===== config.mk =====
export PLATFORM = sky130hd
export DESIGN_NAME = hbsd_front
export DESIGN_NICKNAME = d
export VERILOG_FILES = /design/src/rtl/hbsd_pkg.sv /design/src/rtl/hbsd_front.sv
export SDC_FILE = /design/constraint.sdc
export NUM_CORES = 1
export LEC_CHECK = 0
export BUFFER_PORTS_ARGS = -buffer_cell sky130_fd_sc_hd__buf_4
export CORE_ASPECT_RATIO = 1.25
export CORE_MARGIN = 1
export CORE_UTILIZATION = 57
export CTS_CLUSTER_DIAMETER = 40
export DETAILED_ROUTE_END_ITERATION = 7
export GPL_TIMING_DRIVEN = 0
export PLACE_DENSITY = 0.79
export SLEW_MARGIN = 20
export SYNTH_ARGS = -nofsm -noshare
export SYNTH_HDL_FRONTEND = slang
export SYNTH_SLANG_ARGS = --single-unit

===== constraint.sdc =====
create_clock -name clk -period 2.9 [get_ports clk]
set_input_delay 0.29 -clock clk [delete_from_list [all_inputs] [get_ports clk]]
set_output_delay 0.29 -clock clk [all_outputs]
set_load 0.005 [all_outputs]

===== src/rtl/hbsd_pkg.sv =====
// Shared types, constants and helpers for the bit-serial Huffman decoder.
`timescale 1ns / 1ps

package hbsd_pkg;

  localparam int MAX_CODE_LEN_DEF = 10;
  localparam int MAX_CODE_LEN_HI  = 16;
  localparam int POS_MAX_W        = MAX_CODE_LEN_HI + 1;

  localparam int CODE_W  = 10;
  localparam int CLEN_W  = 4;
  localparam int SYM_W   = 8;
  localparam int CNT_W   = 32;

  localparam int QUEUE_DEPTH = 4;
  localparam int QPTR_W      = $clog2(QUEUE_DEPTH);
  localparam int QCNT_W      = $clog2(QUEUE_DEPTH + 1);

  localparam logic FUNC_LOAD   = 1'b0;
  localparam logic FUNC_DECODE = 1'b1;

  typedef struct packed {
    logic              func;
    logic [CODE_W-1:0] code_bits;
    logic [CLEN_W-1:0] code_length;
    logic [SYM_W-1:0]  symbol_in;
    logic              bit_in;
  } hbsd_in_t;

  typedef struct packed {
    logic [SYM_W-1:0] symbol_out;
    logic             overflow;
    logic [CNT_W-1:0] symbols_decoded;
    logic [CNT_W-1:0] bits_consumed;
  } hbsd_out_t;

  typedef struct packed {
    logic                 is_decode;
    logic [POS_MAX_W-1:0] load_pos;
    logic [SYM_W-1:0]     symbol;
    logic                 dbit;
  } hbsd_op_t;

  typedef struct packed {
    logic     valid;
    hbsd_op_t op;
  } hbsd_head_t;

  typedef struct packed {
    logic clearing;
    logic pop;
  } hbsd_stat_t;

  function automatic logic [CNT_W-1:0] sat_inc(input logic [CNT_W-1:0] v);
    return (v == '1) ? v : v + CNT_W'(1);
  endfunction

endpackage


===== src/rtl/hbsd_front.sv =====
// Front end: accepts input words, drops oversize loads, queues table ops.
`timescale 1ns / 1ps

module hbsd_front #(
  parameter int MAX_CODE_LEN = hbsd_pkg::MAX_CODE_LEN_DEF
) (
  input  logic                 clk,
  input  logic                 rst_n,
  input  logic                 in_valid,
  output logic                 in_stall,
  input  hbsd_pkg::hbsd_in_t   in_word,
  input  hbsd_pkg::hbsd_stat_t stat,
  output hbsd_pkg::hbsd_head_t head
);
  import hbsd_pkg::*;

  localparam logic [CLEN_W:0] MAX_LEN_V = (CLEN_W + 1)'(MAX_CODE_LEN);

  hbsd_op_t            q_mem_r [QUEUE_DEPTH];
  logic [QPTR_W-1:0]   wr_ptr_r, wr_ptr_nxt;
  logic [QPTR_W-1:0]   rd_ptr_r, rd_ptr_nxt;
  logic [QCNT_W-1:0]   cnt_r, cnt_nxt;

  logic                accept;
  logic                keep;
  logic                push;
  logic                pop;
  logic [POS_MAX_W-1:0] lead;
  logic [POS_MAX_W-1:0] code_mask;
  hbsd_op_t            op_new;

  assign in_stall = (cnt_r == QCNT_W'(QUEUE_DEPTH)) || stat.clearing;
  assign accept   = in_valid && !in_stall;
  assign keep     = (in_word.func == FUNC_DECODE) || ({1'b0, in_word.code_length} <= MAX_LEN_V);
  assign push     = accept && keep;
  assign pop      = stat.pop;

  assign lead      = POS_MAX_W'(1) << in_word.code_length;
  assign code_mask = lead - POS_MAX_W'(1);

  always_comb begin
    op_new.is_decode = (in_word.func == FUNC_DECODE);
    op_new.load_pos  = lead | (POS_MAX_W'(in_word.code_bits) & code_mask);
    op_new.symbol    = in_word.symbol_in;
    op_new.dbit      = in_word.bit_in;
  end

  always_comb begin
    wr_ptr_nxt = push ? wr_ptr_r + QPTR_W'(1) : wr_ptr_r;
    rd_ptr_nxt = pop  ? rd_ptr_r + QPTR_W'(1) : rd_ptr_r;
    cnt_nxt    = cnt_r + QCNT_W'(push) - QCNT_W'(pop);
  end

  always_ff @(posedge clk) begin
    if (!rst_n) begin
      wr_ptr_r <= '0;
      rd_ptr_r <= '0;
      cnt_r    <= '0;
    end else begin
      wr_ptr_r <= wr_ptr_nxt;
      rd_ptr_r <= rd_ptr_nxt;
      cnt_r    <= cnt_nxt;
    end
  end

  always_ff @(posedge clk) begin
    if (push) begin
      q_mem_r[wr_ptr_r] <= op_new;
    end
  end

  always_comb begin
    head.valid = (cnt_r != '0);
    head.op    = q_mem_r[rd_ptr_r];
  end

endmodule


# Yosys cells after proc, flatten, opt, wreduce, memory -nomap -nowiden
# Memories as Yosys holds them, arrays and structs flattened. A register that Yosys moved wholly into a read port is not among the register bits.
# Index checks and enable logic that the tools add are counted.
classes:
  n_addsub: 5
  order_cmp: 1
  eq_ne: 1
  n_shift: 1
  n_mux: 4
  n_bitwise: 2
  n_reduce_logical: 6
ops:
  columns: ["cell", "n"]
  rows:
  - ["AND 10 x 17 -> 17 bit", 1]
  - ["bitwise OR 17 bit", 1]
  - ["left shift 1 x 4 -> 17 bit, first input constant", 1]
  - ["subtractor 17 x 1 -> 17 bit, second input constant", 1]
  - ["adder 2 x 1 -> 2 bit, second input constant", 2]
  - ["less-or-equal comparator 4 bit, second input constant", 1]
  - ["two-way mux 2 bit", 2]
  - ["adder 3 x 1 -> 3 bit", 1]
  - ["equality test 3 bit, second input constant", 1]
  - ["nonzero test 3 bit", 1]
  - ["subtractor 3 x 1 -> 3 bit", 1]
  - ["logical AND 1 bit", 2]
  - ["logical OR 1 bit", 2]
  - ["two-way mux 1 bit", 2]
  - ["logical NOT 1 bit", 1]
word_totals:
  register_bits: 7
  mem_bits_rw: 108
  in_bits: 29
  wordCells: 24
  mem_count: 1
memory_table:
  columns: ["memory", "words", "width", "read_ports", "rd_clocked_by_memory_dff", "write_ports", "line_no", "rtl"]
  rows:
  - ["q_mem_r", 4, 27, 1, 1, 1, "hbsd_front.sv:19", "hbsd_op_t q_mem_r [QUEUE_DEPTH];"]

# Longest topological paths before layout
logic_depth:
  word_depth: 7
  mapped_depth: 11
  ltp_nobuf: 11

# Worst setup path before layout
# Ideal clock, no wire load.
synth_timing:
  kind: "flip-flop to flip-flop"
  start: "reg cnt_r[1]"
  end: "reg cnt_r[2]"
  arrival_time_ps: 2169
  required_time_ps: 2785
  path_slack_ps: 616
  path_stages_with_launch: 12
  n_path_buf: 0
  cell_sequence: "dfxtp_1 > nor2_1 > a221oi_4 > inv_1 > ha_1 > inv_1 > ha_1 > inv_1 > fa_1 > xnor2_1 > xnor2_1 > and2_1"
synth_via:
  elab_chain_cells: 7
synth_lines:
  columns: ["element", "line_no", "rtl"]
  rows:
  - ["start, declared", "hbsd_front.sv:22", "logic [QCNT_W-1:0] cnt_r, cnt_nxt;"]
  - ["start signal, assigned", "hbsd_front.sv:62", "cnt_r <= cnt_nxt;"]
  - ["equality test 3 bit", "hbsd_front.sv:32", "assign in_stall = (cnt_r == QCNT_W'(QUEUE_DEPTH)) || stat.clearing;"]
  - ["logical OR 1 bit", "hbsd_front.sv:32", null]
  - ["logical NOT 1 bit", "hbsd_front.sv:33", "assign accept = in_valid && !in_stall;"]
  - ["logical AND 1 bit", "hbsd_front.sv:33", null]
  - ["logical AND 1 bit", "hbsd_front.sv:35", "assign push = accept && keep;"]
  - ["adder 3 x 1 -> 3 bit *", "hbsd_front.sv:51", "cnt_nxt = cnt_r + QCNT_W'(push) - QCNT_W'(pop);"]
  - ["subtractor 3 x 1 -> 3 bit *", "hbsd_front.sv:51", null]
# Every way passes the cells marked *; elsewhere a longest branch is shown, timed or not.
# A chain may end at the register's enable or synchronous reset.

# Worst setup path in the final report
# Ends and elaborated chain as after synthesis.

==> impl_metrics.toml <==
[power]
power_switching_w = 0.000937
power.density_mw_per_mm2 = 760
max-vdd-ir-drop_v = 0.000681
intPower_w = 0.00341
switching_share_pct = 21.6
pwr-share-comb_pct = 10.6
p_clk_share_pct = 45.9
leakage_nw = 2.04
power_frac_seq_pct = 43.5

[worst_hold_path]
hold_start = "in_word[13]"
hold_path_class = "input pin to flip-flop"

[sta]
rsz0062_at_grt = "false"
max_freq_mhz = 407
period_minus_slack_ps = 2460
period_share_pct = 84.8
holdWs_ps = 145
finalClockSkew_ps = 5.17
finalSetupViolCount = 0
max-slew-margin-rel_pct = 52.5
final_max_slew_viol_count = 0
setup-tns-final_ps = 0
worst_pin_slew_ps = 713
finalHoldViolCount = 0

[setup_path]
endpoint = "cnt_r[2]"
path_class = "flip-flop to flip-flop"
startpoint = "cnt_r[1]"
cp.required_ps = 3300
r2r-end = "cnt_r[2]"
crit_top_cell = "inv_1"
worstPathMaxFanout = 7
critPathMaxStageDelay_ps = 430
reg2reg_depth = 11
setup.worst_path.start_class = "flip-flop"
critPathArrivalTime_ps = 2860
r2r_setup_slack_ps = 440
end_kind = "flip-flop"
r2r-start = "cnt_r[1]"
path_cells = "nor2_1 > a221oi_4 > inv_1 > ha_1 > inv_1 > ha_1 > inv_1 > fa_1 > xnor2_1 > xnor2_1 > and2_1"
cp_slowest_cell = "a221oi_4"

[die]
pin_count = 58
design.core.area_mm2 = 0.00753
row_count = 35
die-area_mm2 = 0.00827
start_util_pct = 59.8
die_h_um = 101
die_w_um = 81.5

[global_route]
grt_pass1_wl_mm = 12.4
grt_max_degree = 27
first_global_vias = 2431
grt_overflow = 0
grt_antenna_before_repair = 0
groute.usage.overall_pct = 22.4

[place]
dpl.hpwl_mm = 4.86
placed_area_mm2 = 0.00504
routabilityCongestion = 0.813
dp.cells = 382
portBuffers = 55

[clock_network]
cts_setup_buffers = 0
cts_root_buf = "clkbuf_8"
insertion_delay_ps = 500
postCtsHoldBufs = 10
cts.clk_slew.worst_paths_ps = 60
cts_resized = 0
cts-buffers-inserted = 17
cts.path.max_buffers = 2
cts_tree = "yes"
cts_max_level = 4
clock_sinks = 113

[cells_and_area]
final_cells = 424
n_antenna_cell = 0
drive_above_1_share_pct = 38.9
nets = 356
post-route-util_pct = 76.0
finalInstanceArea_mm2 = 0.00572
syn2layout_area_growth_pct = 27.0

[synth]
synthArstFlopShare_pct = 0
ys_seq_area_share_pct = 73.3
syn_area_per_cell_um2 = 19.2
synth_top_flop_cell = "edfxtp_1"
synth.distinct_cells = 33
yosys_warnings = 0
synth_fp_nets = 272
syn_inst = 235
synth_area_mm2 = 0.00451
synth_seq_cells = 113
synth_edf_count = 104

[run]
cap_violations = 0

[outcome]
outcome = "completed"

[drt]
drc = 0
drt_iter0_drc = 166
antenna_left = 0
wl_per_cell_um = 19.1
firstDrtPassIters = 4
vias_per_cell = 5.51
vias = 2337
wirelength_mm = 8.08
==> per-layer routing <==
layer  wire [µm]  up-vias  track usage (%)
met5           0        -                0
met4         106        0             8.79
met3         381        9             7.93
met2        4480       70             38.5
met1        3110     1172             25.3
li1            -     1086                -
==> sequential cells by signal (all words and copies together), names as in the netlist, named ones only <==
register and cells:
q_mem_r 104, cnt_r 3, wr_ptr_r 2, rd_ptr_r 2
==> worst max-delay path: cells and delay by family, from the launching register on <==
kind                       cells  cell delay, ps
adders and majority gates      3             770
AOI/OAI and AO/OA              1             430
DFF                            1             420
and+or+nand+nor                2             280
xor gates and xnor gates       2             270
buffers and inverters          3             190
==> power groups by stage <==
stage | clock network, W | registers (W) | logic [W]
global route | 0.00209 | 0.00190 | 0.000504
floorplan | 0 | 0.00191 | 0.000264
detailed placement | 0 | 0.00192 | 0.000454
CTS | 0.00202 | 0.00189 | 0.000469
finish | 0.00200 | 0.00189 | 0.000460
global placement | 0 | 0.00192 | 0.000439
==> cells in the mapped netlist (2+ instances only) <==
| cell type | count | area share, % |
|---|---|---|
| o31ai_1 | 2 | 0.33 |
| nor2b_1 | 2 | 0.28 |
| or3_1 | 2 | 0.28 |
| dfxtp_1 | 9 | 4.0 |
| buf_6 | 3 | 0.75 |
| nand2b_1 | 5 | 0.69 |
| and2_1 | 9 | 1.2 |
| mux2i_1 | 2 | 0.44 |
| a21o_1 | 2 | 0.33 |
| o21ai_0 | 5 | 0.56 |
| xnor2_1 | 3 | 0.58 |
| edfxtp_1 | 104 | 69 |
| buf_2 | 6 | 0.67 |
| nor2_1 | 12 | 1.0 |
| mux4_2 | 26 | 13 |
| ha_1 | 7 | 1.9 |
| nor3_1 | 3 | 0.33 |
| nand2_1 | 13 | 1.1 |
| inv_1 | 6 | 0.50 |
==> area by class of cell <==
type / instances / area [µm²]
clock buffer: 17 / 414
buffer: 12 / 80.1
tap: 92 / 115
sequential: 113 / 3300
fill: 431 / 1810
inverter: 6 / 22.5
clock inverter: 15 / 169
multi-input combinational: 104 / 1110
timing repair buffer: 65 / 513
==> metrics by stage <==
stage / setup slack, ps / power (W)
after floorplan: 616 / 0.00218
after global placement: 314 / 0.00236
after detailed placement: 364 / 0.00238
after CTS: 422 / 0.00438
after global routing: 279 / 0.00449
final: 441 / 0.00435
==> placed cells by master (no fill, tap or decap), types with 6 or more instances in the layout <==
cell type,count
inv_1,6
edfxtp_1,104
dfxtp_1,9
buf_4,56
nor2_1,12
clkbuf_16,16
ha_1,7
dlygate4sd3_1,10
nand2_1,13
clkinv_2,6
mux4_2,26
buf_2,6
==> how the worst min path moves through the flow <==
stage / endpoint / slack [ps] / cells after the start
CTS: q_mem_r[0][9] / 120 / 2
finish: q_mem_r[0][9] / 140 / 2
detailed placement: q_mem_r[3][6] / 500 / 1
global placement: wr_ptr_r[0] / 490 / 2
global route: q_mem_r[0][9] / 120 / 2
floorplan: q_mem_r[0][0] / 390 / 0
==> logic make-up after synthesis <==
kind of cell               count (synthesis)  share of synthesized area, %
AOI/OAI and AO/OA                         16                          2.72
xor gates and xnor gates                   4                         0.777
adders and majority gates                  8                          2.39
buffers and inverters                     18                          2.28
DFF                                      113                          73.3
muxes                                     28                          13.4
other                                      1                        0.0832
and+or+nand+nor                           47                          5.02
Note: power is estimated with default switching activity, not from simulation.
